--- config.mk ---
export PLATFORM = sky130hd
export DESIGN_NAME = disk_seek_scheduler
export DESIGN_NICKNAME = d
export VERILOG_FILES = /design/src/rtl/dss_pkg.sv /design/src/rtl/dss_ctrl.sv /design/src/rtl/dss_datapath.sv /design/src/rtl/disk_seek_scheduler.sv
export VERILOG_INCLUDE_DIRS = /design/src /design/src/rtl
export SDC_FILE = /design/constraint.sdc
export NUM_CORES = 1
export LEC_CHECK = 0
export ABC_CLOCK_PERIOD_IN_PS = 7700
export BUFFER_PORTS_ARGS = -buffer_cell sky130_fd_sc_hd__buf_2
export CAP_MARGIN = 15
export CORE_ASPECT_RATIO = 1.5
export CORE_MARGIN = 3
export CORE_UTILIZATION = 45
export CTS_BUF_LIST = sky130_fd_sc_hd__clkbuf_4 sky130_fd_sc_hd__clkbuf_8
export DETAILED_ROUTE_END_ITERATION = 12
export PLACE_DENSITY = 0.66
export SLEW_MARGIN = 30
export SYNTH_ARGS = -nofsm -noshare
export SYNTH_HDL_FRONTEND = slang
export SYNTH_SLANG_ARGS = --single-unit
--- constraint.sdc ---
create_clock -name clock -period 7.7 [get_ports clock]
set_input_delay 1.54 -clock clock [delete_from_list [all_inputs] [get_ports clock]]
set_output_delay 1.54 -clock clock [all_outputs]
set_load 0.1 [all_outputs]
--- src/rtl/disk_seek_scheduler_assert.svh ---
// Assertion helpers for the scheduler datapath
`ifndef DISK_SEEK_SCHEDULER_ASSERT_SVH
`define DISK_SEEK_SCHEDULER_ASSERT_SVH

// Same-cycle implication, disabled during reset
`define DSS_ASSERT_IMP(lbl, clk, rst, ante, cons, msg) \
   lbl: assert property (@(posedge clk) disable iff (rst) (ante) |-> (cons)) else $error(msg);

// Next-cycle implication, disabled during reset
`define DSS_ASSERT_NXT(lbl, clk, rst, ante, cons, msg) \
   lbl: assert property (@(posedge clk) disable iff (rst) (ante) |=> (cons)) else $error(msg);

`endif

--- src/rtl/dss_pkg.sv ---
package dss_pkg;

   // Policy codes; unused codes fall back to FCFS
   localparam logic [2:0] POL_FCFS  = 3'd0;
   localparam logic [2:0] POL_SSTF  = 3'd1;
   localparam logic [2:0] POL_SCAN  = 3'd2;
   localparam logic [2:0] POL_CSCAN = 3'd3;
   localparam logic [2:0] POL_LOOK  = 3'd4;
   localparam logic [2:0] POL_CLOOK = 3'd5;

   // Register indexes
   localparam logic [1:0] REG_POLICY    = 2'd0;
   localparam logic [1:0] REG_DIRECTION = 2'd1;
   localparam logic [1:0] REG_START     = 2'd2;
   localparam logic [1:0] REG_MAXCYL    = 2'd3;

   // Scan selection criteria
   localparam logic [1:0] CRIT_FIRST    = 2'd0;
   localparam logic [1:0] CRIT_MIN_VAL  = 2'd1;
   localparam logic [1:0] CRIT_MAX_VAL  = 2'd2;
   localparam logic [1:0] CRIT_MIN_DIST = 2'd3;

   // Scan ranges relative to the batch start head
   localparam logic [2:0] RNG_ALL = 3'd0;
   localparam logic [2:0] RNG_GE  = 3'd1;
   localparam logic [2:0] RNG_LE  = 3'd2;
   localparam logic [2:0] RNG_GT  = 3'd3;
   localparam logic [2:0] RNG_LT  = 3'd4;

   localparam int          SUM_W         = 22;
   localparam logic [21:0] SUM_MAX       = 22'h3FFFFF;
   localparam logic [31:0] MAX_CYL_RESET = 32'd65535;

   typedef struct packed {
      logic       load;
      logic       batch_init;
      logic       scan_clear;
      logic       scan_run;
      logic       commit_req;
      logic       commit_stop;
      logic       stop_cyl_max;
      logic       stop_jump;
      logic       flush;
      logic [1:0] crit;
      logic [2:0] rng;
   } cmd_type;

   typedef struct packed {
      logic scan_done;
      logic found;
   } status_type;

endpackage

--- src/rtl/dss_ctrl.sv ---
module dss_ctrl (
   input  logic               clock,
   input  logic               reset,
   input  logic               start,
   input  logic               req_last_request,
   input  logic [2:0]         policy,
   input  logic               direction,
   input  dss_pkg::status_type status,
   output dss_pkg::cmd_type    cmd,
   output logic               busy
);
   import dss_pkg::*;

   localparam logic [2:0] S_IDLE  = 3'd0;
   localparam logic [2:0] S_SETUP = 3'd1;
   localparam logic [2:0] S_SCAN  = 3'd2;
   localparam logic [2:0] S_PICK  = 3'd3;
   localparam logic [2:0] S_STOP1 = 3'd4;
   localparam logic [2:0] S_STOP2 = 3'd5;
   localparam logic [2:0] S_FLUSH = 3'd6;

   logic [2:0] state_ff, state_in;
   logic       phase_b_ff, phase_b_in;
   logic       is_sweep, is_circ, has_stop, has_b;

   // Decode the policy into sweep shape
   assign is_sweep = (policy == POL_SCAN) || (policy == POL_LOOK);
   assign is_circ  = (policy == POL_CSCAN) || (policy == POL_CLOOK);
   assign has_stop = (policy == POL_SCAN) || (policy == POL_CSCAN);
   assign has_b    = is_sweep || is_circ;

   // Pick criterion and range for the current phase, then the next state and commands
   always_comb begin
      cmd      = '0;
      cmd.crit = CRIT_FIRST;
      cmd.rng  = RNG_ALL;
      if (policy == POL_SSTF) begin
         cmd.crit = CRIT_MIN_DIST;
      end else if (is_circ) begin
         cmd.crit = CRIT_MIN_VAL;
         cmd.rng  = phase_b_ff ? RNG_LT : RNG_GE;
      end else if (is_sweep) begin
         if (direction ^ phase_b_ff) begin
            cmd.crit = CRIT_MIN_VAL;
            cmd.rng  = phase_b_ff ? RNG_GT : RNG_GE;
         end else begin
            cmd.crit = CRIT_MAX_VAL;
            cmd.rng  = phase_b_ff ? RNG_LT : RNG_LE;
         end
      end

      state_in   = state_ff;
      phase_b_in = phase_b_ff;
      case (state_ff)
         S_IDLE: begin
            if (start) begin
               cmd.load = 1'b1;
               if (req_last_request) begin
                  state_in = S_SETUP;
               end
            end
         end
         S_SETUP: begin
            cmd.batch_init = 1'b1;
            cmd.scan_clear = 1'b1;
            phase_b_in     = 1'b0;
            state_in       = S_SCAN;
         end
         S_SCAN: begin
            cmd.scan_run = 1'b1;
            if (status.scan_done) begin
               state_in = S_PICK;
            end
         end
         S_PICK: begin
            if (status.found) begin
               cmd.commit_req = 1'b1;
               cmd.scan_clear = 1'b1;
               state_in       = S_SCAN;
            end else if (!phase_b_ff && has_stop) begin
               state_in = S_STOP1;
            end else if (!phase_b_ff && has_b) begin
               cmd.scan_clear = 1'b1;
               phase_b_in     = 1'b1;
               state_in       = S_SCAN;
            end else begin
               state_in = S_FLUSH;
            end
         end
         S_STOP1: begin
            cmd.commit_stop  = 1'b1;
            cmd.stop_cyl_max = (policy == POL_CSCAN) || direction;
            if (policy == POL_CSCAN) begin
               state_in = S_STOP2;
            end else begin
               cmd.scan_clear = 1'b1;
               phase_b_in     = 1'b1;
               state_in       = S_SCAN;
            end
         end
         S_STOP2: begin
            cmd.commit_stop = 1'b1;
            cmd.stop_jump   = 1'b1;
            cmd.scan_clear  = 1'b1;
            phase_b_in      = 1'b1;
            state_in        = S_SCAN;
         end
         S_FLUSH: begin
            cmd.flush = 1'b1;
            state_in  = S_IDLE;
         end
         default: begin
            state_in = S_IDLE;
         end
      endcase
   end

   assign busy = (state_ff != S_IDLE);

   // Advance the sequencer
   always_ff @(posedge clock) begin
      if (reset) begin
         state_ff   <= S_IDLE;
         phase_b_ff <= 1'b0;
      end else begin
         state_ff   <= state_in;
         phase_b_ff <= phase_b_in;
      end
   end

endmodule

--- src/rtl/dss_datapath.sv ---
`include "disk_seek_scheduler_assert.svh"

module dss_datapath #(
   parameter int MAX_REQUESTS = 32,
   parameter int CYL_BITS     = 16
) (
   input  logic                      clock,
   input  logic                      reset,
   input  dss_pkg::cmd_type          cmd,
   output dss_pkg::status_type       status,
   input  logic [CYL_BITS-1:0]       req_request_cylinder,
   input  logic [CYL_BITS-1:0]       start_head,
   input  logic [CYL_BITS-1:0]       cyl_limit,
   output logic                      rsp_strobe,
   output logic [CYL_BITS-1:0]       rsp_visit_cylinder,
   output logic [CYL_BITS-1:0]       rsp_step_distance,
   output logic [dss_pkg::SUM_W-1:0] rsp_head_travel,
   output logic                      rsp_is_end_stop,
   output logic                      rsp_last_visit
);
   import dss_pkg::*;

   localparam int CNT_W = $clog2(MAX_REQUESTS + 1);
   localparam int IDX_W = (MAX_REQUESTS > 1) ? $clog2(MAX_REQUESTS) : 1;
   localparam int ADD_W = ((CYL_BITS > SUM_W) ? CYL_BITS : SUM_W) + 1;

   function automatic logic [CYL_BITS-1:0] absdiff(input logic [CYL_BITS-1:0] a,
                                                   input logic [CYL_BITS-1:0] b);
      return (a > b) ? (a - b) : (b - a);
   endfunction

   logic [CYL_BITS-1:0]     mem [MAX_REQUESTS];
   logic [CNT_W-1:0]        count_ff;
   logic [MAX_REQUESTS-1:0] served_ff;
   logic [CNT_W-1:0]        scan_addr_ff;
   logic                    rd_vld_ff;
   logic [IDX_W-1:0]        rd_idx_ff;
   logic [CYL_BITS-1:0]     rd_data_ff;
   logic                    found_ff;
   logic [CYL_BITS-1:0]     best_val_ff;
   logic [CYL_BITS-1:0]     best_dist_ff;
   logic [IDX_W-1:0]        best_idx_ff;
   logic [CYL_BITS-1:0]     head_ff;
   logic [SUM_W-1:0]        sum_ff;
   logic                    pend_vld_ff;
   logic [CYL_BITS-1:0]     pend_cyl_ff;
   logic [CYL_BITS-1:0]     pend_dist_ff;
   logic [SUM_W-1:0]        pend_sum_ff;
   logic                    pend_stop_ff;
   logic                    rsp_strobe_ff;
   logic [CYL_BITS-1:0]     rsp_cyl_ff;
   logic [CYL_BITS-1:0]     rsp_dist_ff;
   logic [SUM_W-1:0]        rsp_sum_ff;
   logic                    rsp_stop_ff;
   logic                    rsp_last_ff;

   logic                    store_ok, rd_issue, in_rng, better, take;
   logic [CYL_BITS-1:0]     cand_dist;
   logic                    commit;
   logic [CYL_BITS-1:0]     commit_cyl, commit_dist;
   logic [ADD_W-1:0]        sum_add;
   logic [SUM_W-1:0]        sum_in;
   logic                    batch_closed;

   assign store_ok = cmd.load && (count_ff < CNT_W'(MAX_REQUESTS));
   assign rd_issue = cmd.scan_run && (scan_addr_ff != count_ff);

   assign status.scan_done = (scan_addr_ff == count_ff) && !rd_vld_ff;
   assign status.found     = found_ff;

   // Store the request beat and read one entry per scan cycle
   always_ff @(posedge clock) begin
      if (store_ok) begin
         mem[count_ff[IDX_W-1:0]] <= req_request_cylinder;
      end
      if (rd_issue) begin
         rd_data_ff <= mem[scan_addr_ff[IDX_W-1:0]];
      end
   end

   // Compare the entry just read against the best so far
   always_comb begin
      cand_dist = absdiff(rd_data_ff, head_ff);
      case (cmd.rng)
         RNG_ALL: in_rng = 1'b1;
         RNG_GE:  in_rng = rd_data_ff >= start_head;
         RNG_LE:  in_rng = rd_data_ff <= start_head;
         RNG_GT:  in_rng = rd_data_ff > start_head;
         RNG_LT:  in_rng = rd_data_ff < start_head;
         default: in_rng = 1'b0;
      endcase
      case (cmd.crit)
         CRIT_FIRST:    better = !found_ff;
         CRIT_MIN_VAL:  better = !found_ff || (rd_data_ff < best_val_ff);
         CRIT_MAX_VAL:  better = !found_ff || (rd_data_ff > best_val_ff);
         CRIT_MIN_DIST: better = !found_ff || (cand_dist < best_dist_ff);
         default:       better = 1'b0;
      endcase
      take = rd_vld_ff && !served_ff[rd_idx_ff] && in_rng && better;
   end

   // Build the visit: a request, an end stop, or the jump back to zero
   always_comb begin
      commit = cmd.commit_req || cmd.commit_stop;
      if (cmd.commit_req) begin
         commit_cyl = best_val_ff;
      end else if (cmd.stop_cyl_max) begin
         commit_cyl = cyl_limit;
      end else begin
         commit_cyl = '0;
      end
      commit_dist = cmd.stop_jump ? cyl_limit : absdiff(commit_cyl, head_ff);
      sum_add     = ADD_W'(sum_ff) + ADD_W'(commit_dist);
      sum_in      = (sum_add > ADD_W'(SUM_MAX)) ? SUM_MAX : sum_add[SUM_W-1:0];
   end

   // Control state
   always_ff @(posedge clock) begin
      if (reset) begin
         count_ff      <= '0;
         served_ff     <= '0;
         scan_addr_ff  <= '0;
         rd_vld_ff     <= 1'b0;
         found_ff      <= 1'b0;
         pend_vld_ff   <= 1'b0;
         rsp_strobe_ff <= 1'b0;
      end else begin
         if (cmd.flush) begin
            count_ff <= '0;
         end else if (store_ok) begin
            count_ff <= count_ff + 1'b1;
         end
         if (cmd.batch_init) begin
            served_ff <= '0;
         end else if (cmd.commit_req) begin
            served_ff[best_idx_ff] <= 1'b1;
         end
         if (cmd.scan_clear) begin
            scan_addr_ff <= '0;
         end else if (rd_issue) begin
            scan_addr_ff <= scan_addr_ff + 1'b1;
         end
         rd_vld_ff <= rd_issue;
         if (cmd.scan_clear) begin
            found_ff <= 1'b0;
         end else if (take) begin
            found_ff <= 1'b1;
         end
         if (cmd.batch_init || cmd.flush) begin
            pend_vld_ff <= 1'b0;
         end else if (commit) begin
            pend_vld_ff <= 1'b1;
         end
         rsp_strobe_ff <= (commit && pend_vld_ff) || cmd.flush;
      end
   end

   // Payload: scan bests, head, running sum, held visit and result beat
   always_ff @(posedge clock) begin
      rd_idx_ff <= scan_addr_ff[IDX_W-1:0];
      if (take) begin
         best_val_ff  <= rd_data_ff;
         best_dist_ff <= cand_dist;
         best_idx_ff  <= rd_idx_ff;
      end
      if (cmd.batch_init) begin
         head_ff <= start_head;
         sum_ff  <= '0;
      end else if (commit) begin
         head_ff <= commit_cyl;
         sum_ff  <= sum_in;
      end
      if (commit) begin
         pend_cyl_ff  <= commit_cyl;
         pend_dist_ff <= commit_dist;
         pend_sum_ff  <= sum_in;
         pend_stop_ff <= cmd.commit_stop;
      end
      rsp_cyl_ff  <= pend_cyl_ff;
      rsp_dist_ff <= pend_dist_ff;
      rsp_sum_ff  <= pend_sum_ff;
      rsp_stop_ff <= pend_stop_ff;
      rsp_last_ff <= cmd.flush;
   end

   assign rsp_strobe         = rsp_strobe_ff;
   assign rsp_visit_cylinder = rsp_cyl_ff;
   assign rsp_step_distance  = rsp_dist_ff;
   assign rsp_head_travel    = rsp_sum_ff;
   assign rsp_is_end_stop    = rsp_stop_ff;
   assign rsp_last_visit     = rsp_last_ff;

   // Batch is closed once the last beat is out and the store is empty
   assign batch_closed = !pend_vld_ff && rsp_strobe_ff && rsp_last_ff && (count_ff == '0);

   `DSS_ASSERT_IMP(a_commit_found, clock, reset, cmd.commit_req, found_ff, "commit without a found entry")
   `DSS_ASSERT_IMP(a_flush_pending, clock, reset, cmd.flush, pend_vld_ff, "batch ended with no visit held")
   `DSS_ASSERT_NXT(a_flush_clears, clock, reset, cmd.flush, batch_closed, "batch left open")

endmodule

--- src/rtl/disk_seek_scheduler.sv ---
// Disk head scheduler.
// Requests arrive on req_request_cylinder, one per cycle, taken when start is
// high and busy is low. Up to MAX_REQUESTS are stored; later ones are dropped.
// The beat with req_last_request set starts a scheduling pass under the policy
// in the CSR file (FCFS, SSTF, SCAN, C-SCAN, LOOK, C-LOOK), from start_head.
// busy stays high for the whole pass; no request is taken then.
// Each visit comes out as one rsp_strobe beat with cylinder, step distance,
// saturating running total, end-stop flag, and rsp_last_visit on the last one.
// Each visit is found by one walk over the n stored requests through the
// single read port of the request memory. A pass takes one walk per visit
// plus one empty walk per sweep phase (one for FCFS and SSTF, two for the
// others), with a sequencer state for each end stop, plus setup and flush
// states. Results are held one visit back, so the first beat leaves when
// the second visit is committed, or at the flush for a lone visit.
// The receiver cannot stall; every beat is valid for exactly one cycle.
// Reset clears the request count, the sequencer and the CSRs to their defaults.
// Write the CSRs only while busy is low.
module disk_seek_scheduler #(
   parameter int MAX_REQUESTS = 32,
   parameter int CYL_BITS     = 16
) (
   input  logic                      clock,
   input  logic                      reset,
   input  logic                      start,
   output logic                      busy,
   input  logic [CYL_BITS-1:0]       req_request_cylinder,
   input  logic                      req_last_request,
   output logic                      rsp_strobe,
   output logic [CYL_BITS-1:0]       rsp_visit_cylinder,
   output logic [CYL_BITS-1:0]       rsp_step_distance,
   output logic [dss_pkg::SUM_W-1:0] rsp_head_travel,
   output logic                      rsp_is_end_stop,
   output logic                      rsp_last_visit,
   input  logic                      csr_wr_en,
   input  logic [1:0]                csr_index,
   input  logic [CYL_BITS-1:0]       csr_wdata
);
   import dss_pkg::*;

   logic [2:0]          policy_ff;
   logic                direction_ff;
   logic [CYL_BITS-1:0] start_head_ff;
   logic [CYL_BITS-1:0] max_cyl_ff;
   cmd_type             cmd;
   status_type          status;

   // CSR file
   always_ff @(posedge clock) begin
      if (reset) begin
         policy_ff     <= POL_FCFS;
         direction_ff  <= 1'b1;
         start_head_ff <= '0;
         max_cyl_ff    <= CYL_BITS'(MAX_CYL_RESET);
      end else if (csr_wr_en) begin
         case (csr_index)
            REG_POLICY:    policy_ff     <= csr_wdata[2:0];
            REG_DIRECTION: direction_ff  <= csr_wdata[0];
            REG_START:     start_head_ff <= csr_wdata;
            REG_MAXCYL:    max_cyl_ff    <= csr_wdata;
            default: begin
            end
         endcase
      end
   end

   dss_ctrl u_ctrl (
      .clock            (clock),
      .reset            (reset),
      .start            (start),
      .req_last_request (req_last_request),
      .policy           (policy_ff),
      .direction        (direction_ff),
      .status           (status),
      .cmd              (cmd),
      .busy             (busy)
   );

   dss_datapath #(
      .MAX_REQUESTS (MAX_REQUESTS),
      .CYL_BITS     (CYL_BITS)
   ) u_datapath (
      .clock                (clock),
      .reset                (reset),
      .cmd                  (cmd),
      .status               (status),
      .req_request_cylinder (req_request_cylinder),
      .start_head           (start_head_ff),
      .cyl_limit            (max_cyl_ff),
      .rsp_strobe           (rsp_strobe),
      .rsp_visit_cylinder   (rsp_visit_cylinder),
      .rsp_step_distance    (rsp_step_distance),
      .rsp_head_travel      (rsp_head_travel),
      .rsp_is_end_stop      (rsp_is_end_stop),
      .rsp_last_visit       (rsp_last_visit)
   );

endmodule

---- Yosys cells after proc, flatten, opt, wreduce, memory -nomap -nowiden ----
Memories as Yosys holds them, arrays and structs flattened. A register that Yosys moved wholly into a read port is not among the register bits.
Index checks and enable logic that the tools add are counted.
word-level totals
  flip-flop bits (word level) ............. 279
  bits in latches ......................... 0
  memory bits (writable) .................. 512
  bits in read-only memories .............. 0
  bits of input ports ..................... 39
  output and inout port bits .............. 58
  memories ................................ 1
cells by class
  add/sub/neg operators ................... 7
  multiply operators ...................... 0
  divide/modulo/power cells ............... 0
  $lt $le $gt $ge ......................... 14
  equality and inequality tests ........... 30
  shift-type cells ........................ 0
  muxes and demuxes ....................... 52
  bitwise gates (word level) .............. 2
  reduce and logical (&&, ||, !) cells .... 44
memory list
  name            words  width  read ports  clocked after Yosys merged registers in  wr ports  line                source
  u_datapath.mem  32     16     1           1                                        1         dss_datapath.sv:32  logic [CYL_BITS-1:0] mem [MAX_REQUESTS];
operators by type and width
  operator                                                                       number
  16-bit 2-to-1 mux                                                              7
  16-bit > comparator                                                            4
  16-bit subtractor                                                              4
  16-bit less-than comparator                                                    3
  32-bit bitwise OR                                                              1
  3-bit 2-to-1 mux                                                               10
  22-bit by 16-bit adder with 23-bit output                                      1
  23-bit by 22-bit > comparator with 1-bit output (second input constant)        1
  1-bit 2-to-1 mux                                                               22
  22-bit 2-to-1 mux                                                              1
  3-bit by 2-bit equality test with 1-bit output (second input constant)         6
  3-bit equality test (second input constant)                                    6
  16-bit greater-or-equal comparator                                             1
  16-bit <= comparator                                                           1
  5-bit 2-to-1 mux                                                               3
  3-bit case mux with 5 select lines                                             1
  6-bit by 1-bit adder with 6-bit output (second input constant)                 2
  5-bit by 6-bit less-than comparator with 1-bit output (second input constant)  2
  2-bit != test (second input constant)                                          6
  2-bit OR reduction                                                             6
  1-bit logical OR                                                               11
  1-bit logical AND                                                              10
  3-bit by 1-bit equality test with 1-bit output (second input constant)         3
  2-bit equality test (second input constant)                                    4
  22 further kinds                                                               33

---- Longest topological paths before layout ----
  depth in word-level cells ............... 11
  depth in mapped cells ................... 29
  gate-level depth less buffers ........... 26

---- Hierarchy ----
A second synthesis with hierarchy kept.
unflattened totals
  cells, all modules ...................... 2,333
  area, all modules ....................... 35,302.6 um^2
by module, submodules not included
  module               instances  cells an instance  area an instance (um^2)
  dss_datapath         1          2,118              33,301.9
  disk_seek_scheduler  1          156                1,536.5
  dss_ctrl             1          59                 464.2

---- Worst setup path before layout ----
Ideal clock, no wire load.
  path type ............................... reg-to-reg
  start ................................... reg u_datapath.rd_data_ff[0] (read register of u_datapath.mem)
  end ..................................... reg u_datapath.best_dist_ff[0], enable pin
  arrival ................................. 6,748 ps
  data required time ...................... 7,212 ps
  slack ................................... 464 ps
  stages on the path, launching flop included .. 23
  clock period less this slack ............ 7,236 ps
  cell sequence ........................... edfxtp_1 > inv_1 > ha_1 > inv_1 > fa_1 > a21oi_1 > o21ai_1 > a2111oi_2 > nor4b_4 > or3_1 > o31ai_1 > a21oi_1 > xnor2_1 > ha_1 > a21o_1 > a21o_1 > a21oi_1 > o2111ai_1 > nand2_1 > o211a_1 > a31oi_1 > a221o_1 > a21boi_0
on the way
  cells in the longest elaborated chain, start to end .. 6
  elaborated cells between the ends (all ways) .. 18
  classes of those cells .................. add/sub: 2; order compare: 8; mux: 3; reduce/logical: 5
RTL lines
  item                                                             line                 source
  start, declared                                                  dss_datapath.sv:38   logic [CYL_BITS-1:0] rd_data_ff;
  16-bit subtractor / 16-bit > comparator (equally long branches)  dss_datapath.sv:29   return (a > b) ? (a - b) : (b - a);
  16-bit 2-to-1 mux (*)                                            dss_datapath.sv:29
  net u_datapath.cand_dist[9]                                      dss_datapath.sv:58   logic [CYL_BITS-1:0] cand_dist;
  16-bit less-than comparator (*)                                  dss_datapath.sv:96   CRIT_MIN_DIST: better = !found_ff || (cand_dist < best_dist_ff);
  1-bit logical OR (*)                                             dss_datapath.sv:96
  1-bit case mux with 4 select lines (*)                           dss_datapath.sv:92   case (cmd.crit)
  1-bit logical AND (*)                                            dss_datapath.sv:99   take = rd_vld_ff && !served_ff[rd_idx_ff] && in_rng && better;
  net u_datapath.take                                              dss_datapath.sv:57   logic store_ok, rd_issue, in_rng, better, take;
  end signal, assigned                                             dss_datapath.sv:163  best_dist_ff <= cand_dist;
  end, declared                                                    dss_datapath.sv:41   logic [CYL_BITS-1:0] best_dist_ff;
The timed path passes the listed nets; every way through them passes the cells marked *.
A chain may end at the register's enable or synchronous reset.

---- Worst setup path after layout ----
  start ................................... reg u_ctrl.state_ff[0]
  end ..................................... reg u_datapath.sum_ff[21]
on the way
  cells in the longest elaborated chain, start to end .. 10
  elaborated cells between the ends (all ways) .. 21
  classes of those cells .................. add/sub: 3; order compare: 2; eq/ne: 4; mux: 10; reduce/logical: 2
RTL lines
  item                                                             line                 source
  start, declared                                                  dss_ctrl.sv:22       logic [2:0] state_ff, state_in;
  start signal, assigned                                           dss_ctrl.sv:126      state_ff <= state_in;
  3-bit equality test                                              dss_ctrl.sv:54       case (state_ff)
  1-bit 2-to-1 mux                                                 dss_ctrl.sv:54
  16-bit 2-to-1 mux                                                dss_datapath.sv:107  end else if (cmd.stop_cyl_max) begin
  16-bit 2-to-1 mux (*)                                            dss_datapath.sv:105  if (cmd.commit_req) begin
  net u_datapath.commit_cyl[1]                                     dss_datapath.sv:60   logic [CYL_BITS-1:0] commit_cyl, commit_dist;
  16-bit subtractor / 16-bit > comparator (equally long branches)  dss_datapath.sv:29
  16-bit 2-to-1 mux (*)                                            dss_datapath.sv:29
  16-bit 2-to-1 mux (*)                                            dss_datapath.sv:112  commit_dist = cmd.stop_jump ? cyl_limit : absdiff(commit_cyl, head_ff);
  net u_datapath.commit_dist[15]                                   dss_datapath.sv:60
  22-bit by 16-bit adder with 23-bit output (*)                    dss_datapath.sv:113  sum_add = ADD_W'(sum_ff) + ADD_W'(commit_dist);
  23-bit by 22-bit > comparator with 1-bit output                  dss_datapath.sv:114  sum_in = (sum_add > ADD_W'(SUM_MAX)) ? SUM_MAX : sum_add[SUM_W-1:0];
  22-bit 2-to-1 mux (*)                                            dss_datapath.sv:114
  end signal, assigned                                             dss_datapath.sv:171  sum_ff <= sum_in;
  end, declared                                                    dss_datapath.sv:44   logic [SUM_W-1:0] sum_ff;
Marked as above.

==> flow_summary.toml <==
[global_routing]
grt_max_degree = 114
grt_pass1_vias = 21040
grt_usage = 0.210
grt_overflow_total = 0
grt_pass1_wl_mm = 128
antenna_found_initial = 2

[placed_design]
dpl_worst_slack_ns = 0.543
io_buffers = 96
dp_hpwl_mm = 56.2
gp_congestion = 0.942

[synthesis]
synth_cells = 2300
yosysWarnings = 0
ys.flop_type = "edfxtp_1"
synth_cell_types = 75
yosysTopAreaCell = "edfxtp_1"
async_flop_share = 0
syn_area_per_cell_sq_um = 15.0
synth-edff-count = 636
synth_seq_area_share = 0.652
ys_ff_latch = 807
syn_nets = 2478
synth_top_area_share = 0.553
synth_area_sq_um = 34600
ys_top_cells_by_area = "edfxtp_1, mux4_2, dfxtp_1"

[floorplanning]
start_util = 0.457
coreArea_sq_um = 75600
die_area_sq_um = 80200
num_io_pins = 97
die_x_um = 232
die_h_um = 345
row_count = 123

[clocking]
cts_buffers = 117
cts_root_buf = "clkbuf_8"
cts_tree = "done"
htree_num_levels = 3
post_cts.repair.setup_buffers = 0
clk_latency_ns = 0.76
clk_path_buf_depth = 3
ctsHoldBuffers = 0
clkTransAtPathRegs_ns = 0.07
cts.sinks = 807

[sta]
finClkSkew_ns = 0.0582
holdWs_ns = 0.339
fmax_mhz = 142
slew-limit-headroom = 0.352
rsz0062_at_grt = "false"
setup-tns-final_ns = 0
setup_viol = 0
finalCriticalPeriod_ns = 7.06
max_slew.worst_pin.slew_ns = 0.972
drv_slew = 0
setup_slack_ns = 0.641
fin_crit_sh = 0.917
finalHoldViolCount = 0

[drt]
drtIter0Drc = 1334
viasPerCell = 5.63
routed_wl_mm = 83.9
drc = 0
vias = 20105
drt-pass1-iter-count = 5
wl_per_cell_um = 23.5
ant_nets = 0

[power_and_ir_drop]
power_density_nw_per_um2 = 264
irDropWorstVdd_v = 0.000151
leakage_nw = 13.7

[layout]
layout-drive-gt1-share = 0.228
multi_input_area_sq_um = 11200
syn_to_final_growth_pct = 12.5
seq_area_sq_um = 22500
finalNetCount = 2651
fillers = 6292
final_util = 0.514

[worst_setup_path]
reg2reg_from = "u_ctrl.state_ff[0]"
endpoint_kind = "flop"
worst-r2r-setup-slack_ns = 0.64
critPathRequiredTime_ns = 8.38
path_max_fanout = 13
crit_type = "reg -> reg"
crit_start = "u_ctrl.state_ff[0]"
cp_data_arrival_time_ns = 7.74
start_kind = "flop"

[run_status]
status = "completed"

[run]
maxCapViolCount = 0

[worst_hold_path]
worstHoldStart = "u_datapath.pend_sum_ff[18]"
hp-class = "reg -> reg"
-- layer usage --
layer,vias to the layer above,GRT usage,share of wire
met5,-,0,0.00021
met4,2,0.0909,0.041
met3,183,0.0314,0.045
met2,624,0.385,0.54
met1,10208,0.241,0.37
li1,9088,-,-
-- per-stage QoR --
stage          area [sq um]  power [mW]  cells
3_3_place_gp          36300        6.71   3353
2_1_floorplan         34600        6.23   2300
5_1_grt               38900        10.7   3570
4_1_cts               38800        10.4   3568
3_5_place_dp          36300        6.75   3353
6_report              38900        10.3   3570
-- area by class of cell --
cell class,count,share of cell area
tap,1000,0.0322
timing repair buffer,150,0.0237
antenna,1,0.0000644
inverter,116,0.0112
clock buffer,170,0.0526
multi-input combinational,1281,0.289
sequential,807,0.580
clock inverter,45,0.0117
-- logic make-up after synthesis --
logic type               count (synthesis)  synth area share
buffers and inverters                  212            0.0243
flip-flops                             807             0.652
XOR/XNOR                                58            0.0147
adder cells (fa/ha/maj)                139            0.0514
multiplexers                           217             0.125
AO/OA/AOI/OAI                          337            0.0608
AND/OR/NAND/NOR                        530            0.0715
-- worst max-delay path, cell delays in order (launching register included) --
cell and delay [ns]:
dfxtp_1 0.49, nor2b_1 0.36, nand3_1 0.41, o21ai_1 0.47
inv_1 0.18, fa_1 0.47, nand3b_1 0.21, a21oi_1 0.24
o21ai_1 0.16, a21boi_4 0.45, mux2i_1 0.46, a41oi_1 0.33
o21ai_1 0.25, xnor2_1 0.08, o21ai_0 0.66, ha_1 0.26
o21ai_0 0.08, nand2b_1 0.14, a21boi_1 0.46, nand2_1 0.15
nand2_1 0.11, or3b_2 0.44, a21oi_1 0.12
-- cells in the final DEF (no fill, tap or decap), drive strengths merged, types with 6 or more instances in the layout --
cell / synthesis / routed
nand2: 177 / 177
a21oi: 139 / 139
bufinv: 0 / 7
and3: 10 / 10
o21a: 8 / 8
xor2: 24 / 24
nand3: 20 / 20
nand3b: 23 / 23
nor3: 30 / 30
xnor2: 34 / 34
a221oi: 7 / 7
mux2: 26 / 26
a21boi: 8 / 8
nand4: 25 / 25
a31oi: 14 / 14
a211oi: 7 / 7
o21ai: 63 / 63
inv: 115 / 121
ha: 134 / 134
mux4: 170 / 170
clkinv: 1 / 31
edfxtp: 636 / 636
and2: 9 / 9
nor2: 173 / 173
o31ai: 6 / 6
clkbuf: 63 / 170
a21o: 38 / 38
nor3b: 6 / 6
a311oi: 8 / 8
nand2b: 12 / 12
or2: 9 / 9
buf: 33 / 150
nor2b: 20 / 20
mux2i: 21 / 21
dfxtp: 171 / 171
-- worst paths after layout --
check             cells past startpoint                             end
setup / recovery                     22           u_datapath.sum_ff[21]
hold reg to reg                       0  u_datapath.rsp_head_travel[18]
hold / removal                        0  u_datapath.rsp_head_travel[18]
setup reg to reg                     22           u_datapath.sum_ff[21]
-- cells in the mapped netlist (3+ instances only) --
| library cell | count |
|---|---|
| a211oi_1 | 7 |
| or2_2 | 9 |
| nand2b_1 | 12 |
| a311oi_1 | 8 |
| a22oi_1 | 4 |
| o21a_1 | 8 |
| o31ai_1 | 6 |
| or3_1 | 3 |
| mux2_2 | 26 |
| a211o_1 | 3 |
| and3_1 | 10 |
| o21ai_0 | 56 |
| xor2_1 | 24 |
| mux2i_1 | 21 |
| nand4_1 | 25 |
| o21bai_1 | 5 |
| and2_1 | 8 |
| a21o_1 | 38 |
| edfxtp_1 | 636 |
| or3b_2 | 3 |
| buf_2 | 23 |
| o21ai_1 | 6 |
| fa_1 | 5 |
| dfxtp_1 | 171 |
| nor2b_1 | 20 |
| mux4_2 | 170 |
| buf_1 | 7 |
| nand2_1 | 177 |
| o211ai_1 | 5 |
| nor2_1 | 172 |
| nand3_1 | 20 |
| a31oi_1 | 14 |
| nor3b_1 | 5 |
| ha_1 | 134 |
| clkbuf_1 | 62 |
| a31o_2 | 3 |
| a21oi_1 | 138 |
| inv_1 | 115 |
| nand3b_1 | 23 |
| nor3_1 | 30 |
| xnor2_1 | 34 |
| o211a_1 | 4 |
| a221oi_1 | 6 |
| a21boi_0 | 5 |
-- power by group --
group	switching (mW)	internal (mW)
sequential	0.0982	4.88
combinational	1.05	0.645
clock	1.63	1.96
-- timing repair --
action                                  4_1_cts  5_1_grt
gates resized for setup                       0        1
endpoints found under the hold margin         0        0
endpoints found under the setup margin        0        2
-- sequential cells by signal (all words and copies together), names as in the netlist, 16 cells and up --
name and cells:
u_datapath.head_ff 16, max_cyl_ff 16, u_datapath.best_dist_ff 16, u_datapath.rsp_head_travel 22, u_datapath.sum_ff 22, u_datapath.served_ff 32, u_datapath.mem 512, u_datapath.rsp_step_distance 16
u_datapath.rd_data_ff 16, u_datapath.pend_sum_ff 22, u_datapath.pend_dist_ff 16, u_datapath.best_val_ff 16, u_datapath.rsp_visit_cylinder 16, start_head_ff 16, u_datapath.pend_cyl_ff 16
Power figures use the tool's default switching activity.
